**src/hdl/bed_pkg.sv**
```systemverilog
`default_nettype none
// ----------------------------------------------------------------------------
// bed_pkg
// Shared widths, codes and saturation helpers of the bandpass envelope
// decimator.
// ----------------------------------------------------------------------------
package bed_pkg;

   localparam int SAMPLE_W    = 16;
   localparam int COEF_W      = 32;
   localparam int COEF_FRAC   = 30;
   localparam int STATE_W     = 48;
   localparam int DECIM_W     = 16;
   localparam int CSR_INDEX_W = 3;
   localparam int BSUM_W      = COEF_W + 2;
   localparam int PROD_W      = COEF_W + SAMPLE_W;
   localparam int ACC_W       = STATE_W + 2;

   localparam logic signed [BSUM_W-1:0] COEF_ONE   = BSUM_W'(64'd1 << COEF_FRAC);
   localparam logic signed [ACC_W-1:0]  ROUND_HALF = ACC_W'(64'd1 << (COEF_FRAC - 1));

   localparam logic signed [ACC_W-1:0] SAMPLE_MAX_W = ACC_W'((64'd1 << (SAMPLE_W - 1)) - 1);
   localparam logic signed [ACC_W-1:0] SAMPLE_MIN_W = -SAMPLE_MAX_W - ACC_W'(1);
   localparam logic signed [ACC_W-1:0] STATE_MAX_W  = ACC_W'((64'd1 << (STATE_W - 1)) - 1);
   localparam logic signed [ACC_W-1:0] STATE_MIN_W  = -STATE_MAX_W - ACC_W'(1);

   localparam logic signed [SAMPLE_W-1:0] SAMPLE_MAX = SAMPLE_MAX_W[SAMPLE_W-1:0];
   localparam logic signed [SAMPLE_W-1:0] SAMPLE_MIN = SAMPLE_MIN_W[SAMPLE_W-1:0];

   typedef enum logic [CSR_INDEX_W-1:0] {
      CSR_HP_A1,
      CSR_HP_A2,
      CSR_BL_A1,
      CSR_BL_A2,
      CSR_SM_A1,
      CSR_SM_A2,
      CSR_DECIM
   } csr_index_type;

   typedef enum logic [1:0] {
      SEC_HP,
      SEC_BL,
      SEC_SM
   } sec_type;

   typedef enum logic [3:0] {
      ST_IDLE,
      ST_COEF,
      ST_MUL_BX,
      ST_ACC,
      ST_MUL_A1,
      ST_Z1,
      ST_MUL_A2,
      ST_Z2,
      ST_DONE
   } state_type;

   function automatic logic signed [ACC_W-1:0] ext_acc(input logic signed [PROD_W-1:0] v);
      return {{(ACC_W-PROD_W){v[PROD_W-1]}}, v};
   endfunction

   function automatic logic signed [SAMPLE_W-1:0] sat_sample(
      input logic signed [ACC_W-1:0] v);
      if (v > SAMPLE_MAX_W) begin
         return SAMPLE_MAX;
      end else if (v < SAMPLE_MIN_W) begin
         return SAMPLE_MIN;
      end
      return v[SAMPLE_W-1:0];
   endfunction

   function automatic logic signed [STATE_W-1:0] sat_state(input logic signed [ACC_W-1:0] v);
      if (v > STATE_MAX_W) begin
         return STATE_MAX_W[STATE_W-1:0];
      end else if (v < STATE_MIN_W) begin
         return STATE_MIN_W[STATE_W-1:0];
      end
      return v[STATE_W-1:0];
   endfunction

   function automatic logic signed [SAMPLE_W-1:0] rectify(input logic signed [SAMPLE_W-1:0] v);
      if (v == SAMPLE_MIN) begin
         return SAMPLE_MAX;
      end else if (v < 0) begin
         return -v;
      end
      return v;
   endfunction

endpackage
`default_nettype wire

```
**src/hdl/bandpass_envelope_decimator.sv**
```systemverilog
`default_nettype none
// ----------------------------------------------------------------------------
// bandpass_envelope_decimator
// Highpass and lowpass biquads, full-wave rectifier, envelope lowpass biquad
// and output decimation over one shared multiplier.
// ----------------------------------------------------------------------------
// After acceptance, req_tready stays low while each of the three sections
// runs a seven-step sequence on the single 32x16 multiplier (numerator,
// b0*x, output, a1*y, z1, a2*y, z2); a final step then counts the sample,
// hands off every decimation-th result and stalls only while an earlier one
// still waits. The envelope value of every decimation-th sample is held in an
// output register, so a new sample is taken while an earlier result waits on rsp_tready.
module bandpass_envelope_decimator (
   input  wire logic                                clock,
   input  wire logic                                reset,
   // req_tdata: sample[15:0]
   input  wire logic [bed_pkg::SAMPLE_W-1:0]        req_tdata,
   input  wire logic                                req_tvalid,
   output logic                                     req_tready,
   // rsp_tdata: envelope[15:0]
   output logic [bed_pkg::SAMPLE_W-1:0]             rsp_tdata,
   output logic                                     rsp_tvalid,
   input  wire logic                                rsp_tready,
   input  wire logic                                csr_valid,
   output logic                                     csr_ready,
   input  wire logic [bed_pkg::CSR_INDEX_W-1:0]     csr_index,
   input  wire logic [bed_pkg::COEF_W-1:0]          csr_data
);

   bed_pkg::state_type                       state_ff, state_in;
   bed_pkg::sec_type                         sec_ff, sec_in;
   logic signed [bed_pkg::COEF_W-1:0]        a1_ff [3], a1_in [3];
   logic signed [bed_pkg::COEF_W-1:0]        a2_ff [3], a2_in [3];
   logic signed [bed_pkg::STATE_W-1:0]       z1_ff [3], z1_in [3];
   logic signed [bed_pkg::STATE_W-1:0]       z2_ff [3], z2_in [3];
   logic [bed_pkg::DECIM_W-1:0]              decim_ff, decim_in;
   logic [bed_pkg::DECIM_W-1:0]              count_ff, count_in;
   logic                                     rsp_valid_ff, rsp_valid_in;
   logic signed [bed_pkg::SAMPLE_W-1:0]      rsp_data_ff, rsp_data_in;
   logic signed [bed_pkg::SAMPLE_W-1:0]      x_ff, x_in;
   logic signed [bed_pkg::SAMPLE_W-1:0]      y_ff, y_in;
   logic signed [bed_pkg::COEF_W-1:0]        b0_ff, b0_in;
   logic signed [bed_pkg::PROD_W-1:0]        prod_ff, prod_in;
   logic signed [bed_pkg::PROD_W-1:0]        bx_ff, bx_in;

   logic signed [bed_pkg::COEF_W-1:0]        a1_sel, a2_sel, mul_a;
   logic signed [bed_pkg::STATE_W-1:0]       z1_sel, z2_sel, z1_new, z2_new;
   logic signed [bed_pkg::SAMPLE_W-1:0]      mul_b;
   logic signed [bed_pkg::BSUM_W-1:0]        bsum, a1_ext, a2_ext;
   logic signed [bed_pkg::ACC_W-1:0]         acc, bx2, t1;
   logic [bed_pkg::DECIM_W-1:0]              decim_m;
   logic                                     emit;
   logic [1:0]                               si;

   assign req_tready = (state_ff == bed_pkg::ST_IDLE);
   assign csr_ready  = 1'b1;
   assign rsp_tvalid = rsp_valid_ff;
   assign rsp_tdata  = rsp_data_ff;

   always_comb begin
      case (sec_ff)
         bed_pkg::SEC_HP: si = 2'd0;
         bed_pkg::SEC_BL: si = 2'd1;
         default:         si = 2'd2;
      endcase
   end

   always_comb begin
      a1_sel = a1_ff[si];
      a2_sel = a2_ff[si];
      z1_sel = z1_ff[si];
      z2_sel = z2_ff[si];
      a1_ext = {{2{a1_sel[bed_pkg::COEF_W-1]}}, a1_sel};
      a2_ext = {{2{a2_sel[bed_pkg::COEF_W-1]}}, a2_sel};
      if (sec_ff == bed_pkg::SEC_HP) begin
         bsum = bed_pkg::COEF_ONE - a1_ext + a2_ext;
      end else begin
         bsum = bed_pkg::COEF_ONE + a1_ext + a2_ext;
      end

      case (state_ff)
         bed_pkg::ST_MUL_A1: mul_a = a1_sel;
         bed_pkg::ST_MUL_A2: mul_a = a2_sel;
         default:            mul_a = b0_ff;
      endcase
      mul_b   = (state_ff == bed_pkg::ST_MUL_BX) ? x_ff : y_ff;
      prod_in = mul_a * mul_b;

      acc = bed_pkg::ext_acc(prod_ff) + bed_pkg::ext_acc(z1_sel) + bed_pkg::ROUND_HALF;
      bx2 = bed_pkg::ext_acc(bx_ff) <<< 1;
      if (sec_ff == bed_pkg::SEC_HP) begin
         t1 = -bx2 - bed_pkg::ext_acc(prod_ff) + bed_pkg::ext_acc(z2_sel);
      end else begin
         t1 = bx2 - bed_pkg::ext_acc(prod_ff) + bed_pkg::ext_acc(z2_sel);
      end
      z1_new = bed_pkg::sat_state(t1);
      z2_new = bed_pkg::sat_state(bed_pkg::ext_acc(bx_ff) - bed_pkg::ext_acc(prod_ff));

      decim_m = (decim_ff == '0) ? bed_pkg::DECIM_W'(1) : decim_ff;
      emit    = ({1'b0, count_ff} + (bed_pkg::DECIM_W + 1)'(1)) >= {1'b0, decim_m};
   end

   always_comb begin
      state_in     = state_ff;
      sec_in       = sec_ff;
      a1_in        = a1_ff;
      a2_in        = a2_ff;
      z1_in        = z1_ff;
      z2_in        = z2_ff;
      decim_in     = decim_ff;
      count_in     = count_ff;
      rsp_valid_in = rsp_valid_ff && !rsp_tready;
      rsp_data_in  = rsp_data_ff;
      x_in         = x_ff;
      y_in         = y_ff;
      b0_in        = b0_ff;
      bx_in        = bx_ff;

      if (csr_valid) begin
         case (csr_index)
            bed_pkg::CSR_HP_A1: a1_in[0] = csr_data;
            bed_pkg::CSR_HP_A2: a2_in[0] = csr_data;
            bed_pkg::CSR_BL_A1: a1_in[1] = csr_data;
            bed_pkg::CSR_BL_A2: a2_in[1] = csr_data;
            bed_pkg::CSR_SM_A1: a1_in[2] = csr_data;
            bed_pkg::CSR_SM_A2: a2_in[2] = csr_data;
            bed_pkg::CSR_DECIM: decim_in = csr_data[bed_pkg::DECIM_W-1:0];
            default: ;
         endcase
      end

      case (state_ff)
         bed_pkg::ST_IDLE: begin
            if (req_tvalid) begin
               x_in     = req_tdata;
               sec_in   = bed_pkg::SEC_HP;
               state_in = bed_pkg::ST_COEF;
            end
         end
         bed_pkg::ST_COEF: begin
            b0_in    = bsum[bed_pkg::BSUM_W-1:2];
            state_in = bed_pkg::ST_MUL_BX;
         end
         bed_pkg::ST_MUL_BX: state_in = bed_pkg::ST_ACC;
         bed_pkg::ST_ACC: begin
            bx_in    = prod_ff;
            y_in     = bed_pkg::sat_sample(acc >>> bed_pkg::COEF_FRAC);
            state_in = bed_pkg::ST_MUL_A1;
         end
         bed_pkg::ST_MUL_A1: state_in = bed_pkg::ST_Z1;
         bed_pkg::ST_Z1: begin
            z1_in[si] = z1_new;
            state_in  = bed_pkg::ST_MUL_A2;
         end
         bed_pkg::ST_MUL_A2: state_in = bed_pkg::ST_Z2;
         bed_pkg::ST_Z2: begin
            z2_in[si] = z2_new;
            case (sec_ff)
               bed_pkg::SEC_HP: begin
                  x_in     = y_ff;
                  sec_in   = bed_pkg::SEC_BL;
                  state_in = bed_pkg::ST_COEF;
               end
               bed_pkg::SEC_BL: begin
                  x_in     = bed_pkg::rectify(y_ff);
                  sec_in   = bed_pkg::SEC_SM;
                  state_in = bed_pkg::ST_COEF;
               end
               default: begin
                  x_in     = y_ff;
                  state_in = bed_pkg::ST_DONE;
               end
            endcase
         end
         bed_pkg::ST_DONE: begin
            if (!emit) begin
               count_in = count_ff + bed_pkg::DECIM_W'(1);
               state_in = bed_pkg::ST_IDLE;
            end else if (!rsp_valid_ff || rsp_tready) begin
               count_in     = '0;
               rsp_valid_in = 1'b1;
               rsp_data_in  = x_ff;
               state_in     = bed_pkg::ST_IDLE;
            end
         end
         default: state_in = bed_pkg::ST_IDLE;
      endcase
   end

   always_ff @(posedge clock) begin
      if (reset) begin
         state_ff     <= bed_pkg::ST_IDLE;
         sec_ff       <= bed_pkg::SEC_HP;
         decim_ff     <= bed_pkg::DECIM_W'(1);
         count_ff     <= '0;
         rsp_valid_ff <= 1'b0;
         for (int i = 0; i < 3; i++) begin
            a1_ff[i] <= '0;
            a2_ff[i] <= '0;
            z1_ff[i] <= '0;
            z2_ff[i] <= '0;
         end
      end else begin
         state_ff     <= state_in;
         sec_ff       <= sec_in;
         decim_ff     <= decim_in;
         count_ff     <= count_in;
         rsp_valid_ff <= rsp_valid_in;
         a1_ff        <= a1_in;
         a2_ff        <= a2_in;
         z1_ff        <= z1_in;
         z2_ff        <= z2_in;
      end
   end

   always_ff @(posedge clock) begin
      rsp_data_ff <= rsp_data_in;
      x_ff        <= x_in;
      y_ff        <= y_in;
      b0_ff       <= b0_in;
      prod_ff     <= prod_in;
      bx_ff       <= bx_in;
   end

   a_busy_after_accept: assert property (@(posedge clock) disable iff (reset)
      (req_tvalid && req_tready) |=> !req_tready)
      else $error("req_tready high right after an accepted beat");

   a_rsp_from_done: assert property (@(posedge clock) disable iff (reset)
      $rose(rsp_valid_ff) |-> $past(state_ff == bed_pkg::ST_DONE))
      else $error("result beat raised outside the final step");

   a_done_last_section: assert property (@(posedge clock) disable iff (reset)
      (state_ff == bed_pkg::ST_DONE) |-> (sec_ff == bed_pkg::SEC_SM))
      else $error("sequence finished before the envelope section");

   a_count_on_done: assert property (@(posedge clock) disable iff (reset)
      (state_ff != bed_pkg::ST_DONE) |=> $stable(count_ff))
      else $error("decimation count moved outside the final step");

endmodule
`default_nettype wire

```
**config.mk**
```make
export PLATFORM = sky130hd
export DESIGN_NAME = bandpass_envelope_decimator
export DESIGN_NICKNAME = d
export VERILOG_FILES = /design/src/hdl/bed_pkg.sv /design/src/hdl/bandpass_envelope_decimator.sv
export SDC_FILE = /design/constraint.sdc
export NUM_CORES = 2
export LEC_CHECK = 0
export ABC_AREA = 1
export BUFFER_PORTS_ARGS = -buffer_cell sky130_fd_sc_hd__buf_2
export CAP_MARGIN = 20
export CORE_MARGIN = 2
export CORE_UTILIZATION = 35
export CTS_CLUSTER_DIAMETER = 40
export DETAILED_ROUTE_END_ITERATION = 7
export PLACE_DENSITY_LB_ADDON = 0.08
export SETUP_SLACK_MARGIN = 0.5
export SYNTH_ARGS = -nofsm -noshare
export SYNTH_HDL_FRONTEND = slang
export SYNTH_SLANG_ARGS = --single-unit
```
**constraint.sdc**
```tcl
create_clock -name clock -period 8.1 [get_ports clock]
set_input_delay 1.215 -clock clock [delete_from_list [all_inputs] [get_ports clock]]
set_output_delay 1.215 -clock clock [all_outputs]
set_load 0.1 [all_outputs]
```
; ---- Word level (Yosys, flattened, before mapping)
; Index checks and enable logic that the tools add are counted.
[classes]
n_mul = 1
mux = 61
add_sub_neg = 15
n_bitwise = 1
magnitude_cmp = 10
reduce_logical = 23
n_eq_ne = 20
[op_table]
columns = op, count
row1 = two-way mux 48 bit, 11
row2 = bitwise mux 144 bit, 2
row3 = binary-select mux 48 bit (select 2 bit), 2
row4 = two-way mux 16 bit, 12
row5 = binary-select mux 32 bit (select 2 bit), 2
row6 = two-way mux 32 bit, 4
row7 = adder 50 x 48 -> 50 bit, 2
row8 = demux 48 bit (select 2 bit), 1
row9 = adder 33 x 32 -> 34 bit, 2
row10 = one-hot mux 32 bit (2 select lines), 1
row11 = adder 49 x 31 -> 50 bit (second input constant), 1
row12 = > comparator 50 x 48 -> 1 bit (second input constant), 1
row13 = < comparator 50 x 48 -> 1 bit (second input constant), 1
row14 = two-way mux 50 bit, 1
row15 = negation 49 -> 50 bit, 1
row16 = subtractor 49 x 48 -> 50 bit, 1
row17 = subtractor 50 x 48 -> 50 bit, 1
row18 = adder 48 x 48 -> 49 bit, 1
row19 = > comparator 49 x 48 -> 1 bit (second input constant), 1
row20 = < comparator 49 x 48 -> 1 bit (second input constant), 1
row21 = subtractor 48 x 48 -> 49 bit, 1
row22 = multiplier 32 x 16 -> 48 bit, 1
row23 = one-hot mux 4 bit (9 select lines), 1
row24 = two-way mux 34 bit, 1
row25 = other kinds (40), 78
[totals]
input_bits = 56
output_inout_bits = 19
register_bits = 695

; ---- Longest topological paths before layout
[logic_depth]
word_depth = 13
ltp_mapped = 38

; ---- Least setup slack after synthesis
; OpenSTA, ideal clock, no wires.
[synth_timing]
path_kind = register to register
start = register sec_ff[1]
end = register prod_ff[33] in the netlist's numbering
path_stages_with_launch = 34
setup_time_ns = 0.072
setup_slack_ns = 1.324
arrival_time_ns = 6.705
required_time_ns = 8.028
path_cell_list = dfxtp_1 buf_2 inv_2 nand2_1 buf_2 nor2_1 a221oi_1 or2_2 nand3_1 inv_1 nand2_1 fa_1 inv_1 fa_1 inv_1 fa_1 inv_1 fa_1 fa_1 inv_1 fa_1 inv_1 ha_1 nand2_1 nor2_1 inv_1 nor4_1 a21oi_1 o21ai_0 nand2_1 nand2_1 nand2_1 nand2_1 xor2_1
[synth_between]
elab_chain_len = 8
word_cells_on_any_way = 12
classes_between = 1 x mul / 1 x eq/ne / 8 x mux / 1 x bitwise / 1 x reduce/logical
[synth_lines]
columns = element, line_no
row1 = from (decl), bandpass_envelope_decimator.sv:31  ; bed_pkg::sec_type sec_ff, sec_in;
row2 = from (signal assigned), bandpass_envelope_decimator.sv:193  ; sec_ff <= bed_pkg::SEC_HP;
row3 = from (signal assigned), bandpass_envelope_decimator.sv:205  ; sec_ff <= sec_in;
row4 = equality test 2 x 1 -> 1 bit / logical NOT 2 bit (equally long branches), bandpass_envelope_decimator.sv:61  ; case (sec_ff)
row5 = one-hot mux 2 bit (2 select lines) (*), bandpass_envelope_decimator.sv:61
row6 = inverter 2 -> 3 bit (implied by the code) (*), "bandpass_envelope_decimator.sv:69, bandpass_envelope_decimator.sv:70"
row7 = "binary-select mux 32 bit (select 2 bit), on equally long branches", "bandpass_envelope_decimator.sv:70, bandpass_envelope_decimator.sv:69"
row8 = "two-way mux 32 bit, on equally long branches (2 in series)", "bandpass_envelope_decimator.sv:70, bandpass_envelope_decimator.sv:69"
row9 = one-hot mux 32 bit (2 select lines) (*), bandpass_envelope_decimator.sv:81  ; case (state_ff)
row10 = multiplier 32 x 16 -> 48 bit (*), bandpass_envelope_decimator.sv:87  ; prod_in = mul_a * mul_b;
row11 = net prod_in (one bit), bandpass_envelope_decimator.sv:43  ; logic signed [bed_pkg::PROD_W-1:0] prod_ff, prod_in;
row12 = to (signal assigned), bandpass_envelope_decimator.sv:221  ; prod_ff <= prod_in;
row13 = to (decl), bandpass_envelope_decimator.sv:43
; The timed path passes the listed nets; every way through them passes the cells marked *. The select of a mux whose other input is x is not followed.
; A chain may end at the register's enable or synchronous reset.

; ---- Worst setup path in the final report
[layout_timing]
start = register sec_ff[0]
end = register prod_ff[40] in the netlist's numbering
; Same word-level chain as after synthesis.

==> summary by stage <==
Logic synthesis
The cell count after synthesis came out at ~10000. The number of nets handed over by synthesis was around 11000. In this run the cell area of the synthesized design comes to between 60000 and 70000 um2.

In the synthesized netlist the dominant register cell turns out to be sky130_fd_sc_hd__dfxtp_1. The share of synthesized flip-flops with an asynchronous set or reset is 0%. The average instance in the mapped netlist occupies ~7 um2.

The distinct cell type count after synthesis is just under 60. The part of the Yosys area used for sequential elements is between 20% and 30%. The number of warnings printed during yosys synthesis is 0. The synthesized design contains approximately 130 enable-type register cells. The register bit total from synthesis is 695.

Setup path
For the worst setup path, the data arrival time is around 8 ns. The critical path start-end classification is reg2reg. STA classifies the critical path endpoint as a flop.

Data on the critical path is required at its endpoint by 8.82 ns. STA classifies the critical path startpoint as a flop. The critical path's largest stage delay is just under 0.6 ns. Of all nets on the critical path, the largest fanout is 15.

The most numerous cell type found on the critical path is sky130_fd_sc_hd__fa_1. The slowest stage of the critical path belongs to the cell sky130_fd_sc_hd__fa_1.

Floorplanning
The floorplan die area is 202000 um2. The die is roughly 450 um tall. In this run the standard cell core region covers just under 200000 um2. The initialized floorplan defines 163 standard-cell rows. The starting density of the core is a little over a third. The die span in x is about 450 um.

The number of ports placed on the die boundary is 75.

Place
The number of I/O port buffers is 73. The last weighted congestion value of the routability-driven placer is roughly 1. Once detailed placement completed, the half-perimeter wirelength came to 248 mm.

The number of placed cells counting well taps is roughly 12000.

Global routing
In the global route stage, overall resource usage came out at ~30%. In the global route stage, met2 resource usage came out at about 54%. The first global-routing pass estimated between 400 and 500 mm of wire.

The largest net degree at the start of global routing is 210. The via count of the first global-routing pass is 67000. Summed over all layers, the global routing overflow is 0.

The number of antenna violations at the first check in global routing is 20. The global routing's busiest layer is met2. For met3 alone, demand over resource in global routing was 3.35%. The routing usage on met1 is about a third.

Clock tree
Clock tree synthesis found a total of 695 sinks. The worst-skew pair later-pin latency is slightly above 0.8 ns. The H-tree depth is 4. The longest clock path from root to sink contains 3 buffers. The number of buffers created by CTS is roughly 160. The clock slew at the register clock pins of the worst setup and hold paths is approximately 0.05 ns.

The clock tree root buffer cell is sky130_fd_sc_hd__clkbuf_16. The CTS tree is yes.

Layout
The number of filler instances in the final layout is about 21000. The area growth from synthesis to layout is 15.3%. The post-layout net count is 11200. Excluding fillers, the count of instances in the completed layout stands at roughly 13000. The proportion of layout cells with a drive suffix above 1 is 7.91%.

Route
For this block, the initial DRC count from the detailed router was roughly 4300. The remaining routing DRC violations is 0. The first detailed-routing pass ran for 6 iterations.

The number of vias in the routed layout is between 60000 and 70000. The post-detailed-routing wire length is about 300 mm. After detailed routing, the average wire length per cell comes to 23.7 um. The detailed-route vias per instance is between 5 and 6. The remaining antenna violation count after routing is 0.

STA
The minimum period implied by the final worst setup slack is 7.31 ns. Measured against its own limit, the worst slew margin works out to approximately a fifth. The count of endpoints failing hold in the final timing report was 0.

The highest clock frequency the design can meet is approximately 140 MHz. The number of slew-limit violations in the final report is 0. The final clock period utilization by the worst path is approximately 90%. Setup violations remaining at the end of the flow were counted as 0. For the final database, setup skew stands at around 0.055 ns. For the pin with the worst max-slew slack, the measured transition is roughly 1.2 ns. Setup repair after global routing could not meet its margin everywhere.

The setup TNS is 0 ns.

Run
Max-cap violations in this run came to 0.

Run status
The flow ran to the end, and the final reports show no timing, DRC or antenna violations.

Worst hold path
The path class of the tightest hold or removal check is reg2reg.
==> cell type report <==
cell class | instances | area (um2) | area share, %
Timing Repair inverter | 2 | 12.5 | 0.0156
Antenna cell | 7 | 17.5 | 0.0218
Sequential cell | 695 | 15200 | 18.9
Inverter | 2076 | 7880 | 9.82
Clock buffer | 203 | 4510 | 5.62
Multi-Input combinational cell | 6815 | 45600 | 56.8
Tap cell | 2640 | 3300 | 4.12
Timing Repair Buffer | 306 | 2420 | 3.02
Clock inverter | 95 | 1310 | 1.63
==> synthesized netlist by cell type, types with 128 or more instances <==
cell type                     n  area (um2)
sky130_fd_sc_hd__a21oi_1    870        4350
sky130_fd_sc_hd__clkbuf_1   255         957
sky130_fd_sc_hd__dfxtp_1    567       11400
sky130_fd_sc_hd__edfxtp_1   128        3840
sky130_fd_sc_hd__fa_1       586       11700
sky130_fd_sc_hd__ha_1       498        6230
sky130_fd_sc_hd__inv_1     2043        7670
sky130_fd_sc_hd__nand2_1   1876        7040
sky130_fd_sc_hd__nand3_1    518        2590
sky130_fd_sc_hd__nor2_1     964        3620
sky130_fd_sc_hd__o21a_1     142        1070
sky130_fd_sc_hd__o21ai_0    563        2820
==> layer usage <==
metal | share of wire, % | vias up
li1 | - | 31600
met1 | 40 | 31800
met2 | 51 | 1626
met3 | 3.8 | 571
met4 | 5.7 | 4
met5 | 0.0069 | -
==> path summary, 6_finish.rpt <==
kind,from,endpoint,slack (ns),cells past startpoint
worst min-delay path,x_ff[15],rsp_tdata[15],0.44,0
worst max register to register,sec_ff[0],prod_ff[40],0.79,26
worst max-delay path,sec_ff[0],prod_ff[40],0.79,26
worst min register to register,x_ff[15],rsp_tdata[15],0.44,0
==> logic make-up after synthesis <==
logic type      count (synthesis)  synth area share (%)
simple gates                 3635                  21.5
buf+inv                      2408                  13.3
compound gates               1938                  15.6
fa+ha+maj                    1084                  25.8
flops                         695                  21.8
xor+xnor                      156                  1.99
other cells                     1               0.00539
==> cells in the final DEF, fill, tap and decap left out, types with 62 or more instances in the layout <==
cell type / synthesis / routed
sky130_fd_sc_hd__o21ai_0: 563 / 552
sky130_fd_sc_hd__buf_4: 2 / 203
sky130_fd_sc_hd__inv_1: 2043 / 2035
sky130_fd_sc_hd__dfxtp_1: 567 / 565
sky130_fd_sc_hd__xor2_1: 100 / 100
sky130_fd_sc_hd__a21oi_1: 870 / 864
sky130_fd_sc_hd__buf_2: 39 / 72
sky130_fd_sc_hd__o22ai_1: 98 / 98
sky130_fd_sc_hd__clkbuf_16: 0 / 169
sky130_fd_sc_hd__nor3_1: 72 / 69
sky130_fd_sc_hd__nand4_1: 62 / 62
sky130_fd_sc_hd__ha_1: 498 / 497
sky130_fd_sc_hd__fa_1: 586 / 584
sky130_fd_sc_hd__o21a_1: 142 / 142
sky130_fd_sc_hd__nand2_1: 1876 / 1869
sky130_fd_sc_hd__nor2_1: 964 / 952
sky130_fd_sc_hd__or2_2: 80 / 80
sky130_fd_sc_hd__nand3_1: 518 / 510
sky130_fd_sc_hd__edfxtp_1: 128 / 128
==> stage by stage <==
step	utilization [%]	cell area (um2)	setup slack, ns	hold WS (ns)
3_3_place_gp	37.3	73700	0.344	0.436
4_1_cts	40.3	79500	0.490	0.445
5_1_grt	40.6	80200	0.402	0.458
6_report	40.6	80200	0.786	0.443
3_5_place_dp	37.3	73700	0.321	0.437
2_1_floorplan	-	69600	1.32	0.421
==> what timing repair did <==
item                                    in CTS  in global routing
pin swaps                                    0                  5
cloned                                       0                  4
endpoints found under the setup margin      13                 28
hold buffers                                 0                  0
setup buffers                                2                 33
gates resized for setup                     10                 85
==> flip-flops by register name, summed over array words and instances (netlist names) <==
| signal | flops |
|---|---|
| a2_ff | 96 |
| b0_ff | 32 |
| count_ff | 16 |
| z2_ff | 144 |
| prod_ff | 48 |
| a1_ff | 96 |
| y_ff | 16 |
| sec_ff | 2 |
| state_ff | 4 |
| bx_ff | 48 |
| rsp_tvalid | 1 |
| decim_ff | 16 |
| z1_ff | 144 |
| rsp_tdata | 16 |
| x_ff | 16 |
==> critical path, delay by kind of cell, from the launching register on <==
kind / cells / cell delay, ns
buffers and inverters: 7 / 1.04
adder cells (fa/ha/maj): 7 / 3.46
AND/OR/NAND/NOR: 7 / 1.08
XOR/XNOR: 1 / 0.16
AO/OA/AOI/OAI: 4 / 1.00
flip-flops: 1 / 0.47
Power is not shown: default switching activity piles up to over one toggle a cycle in this logic, so the estimate is an artifact.
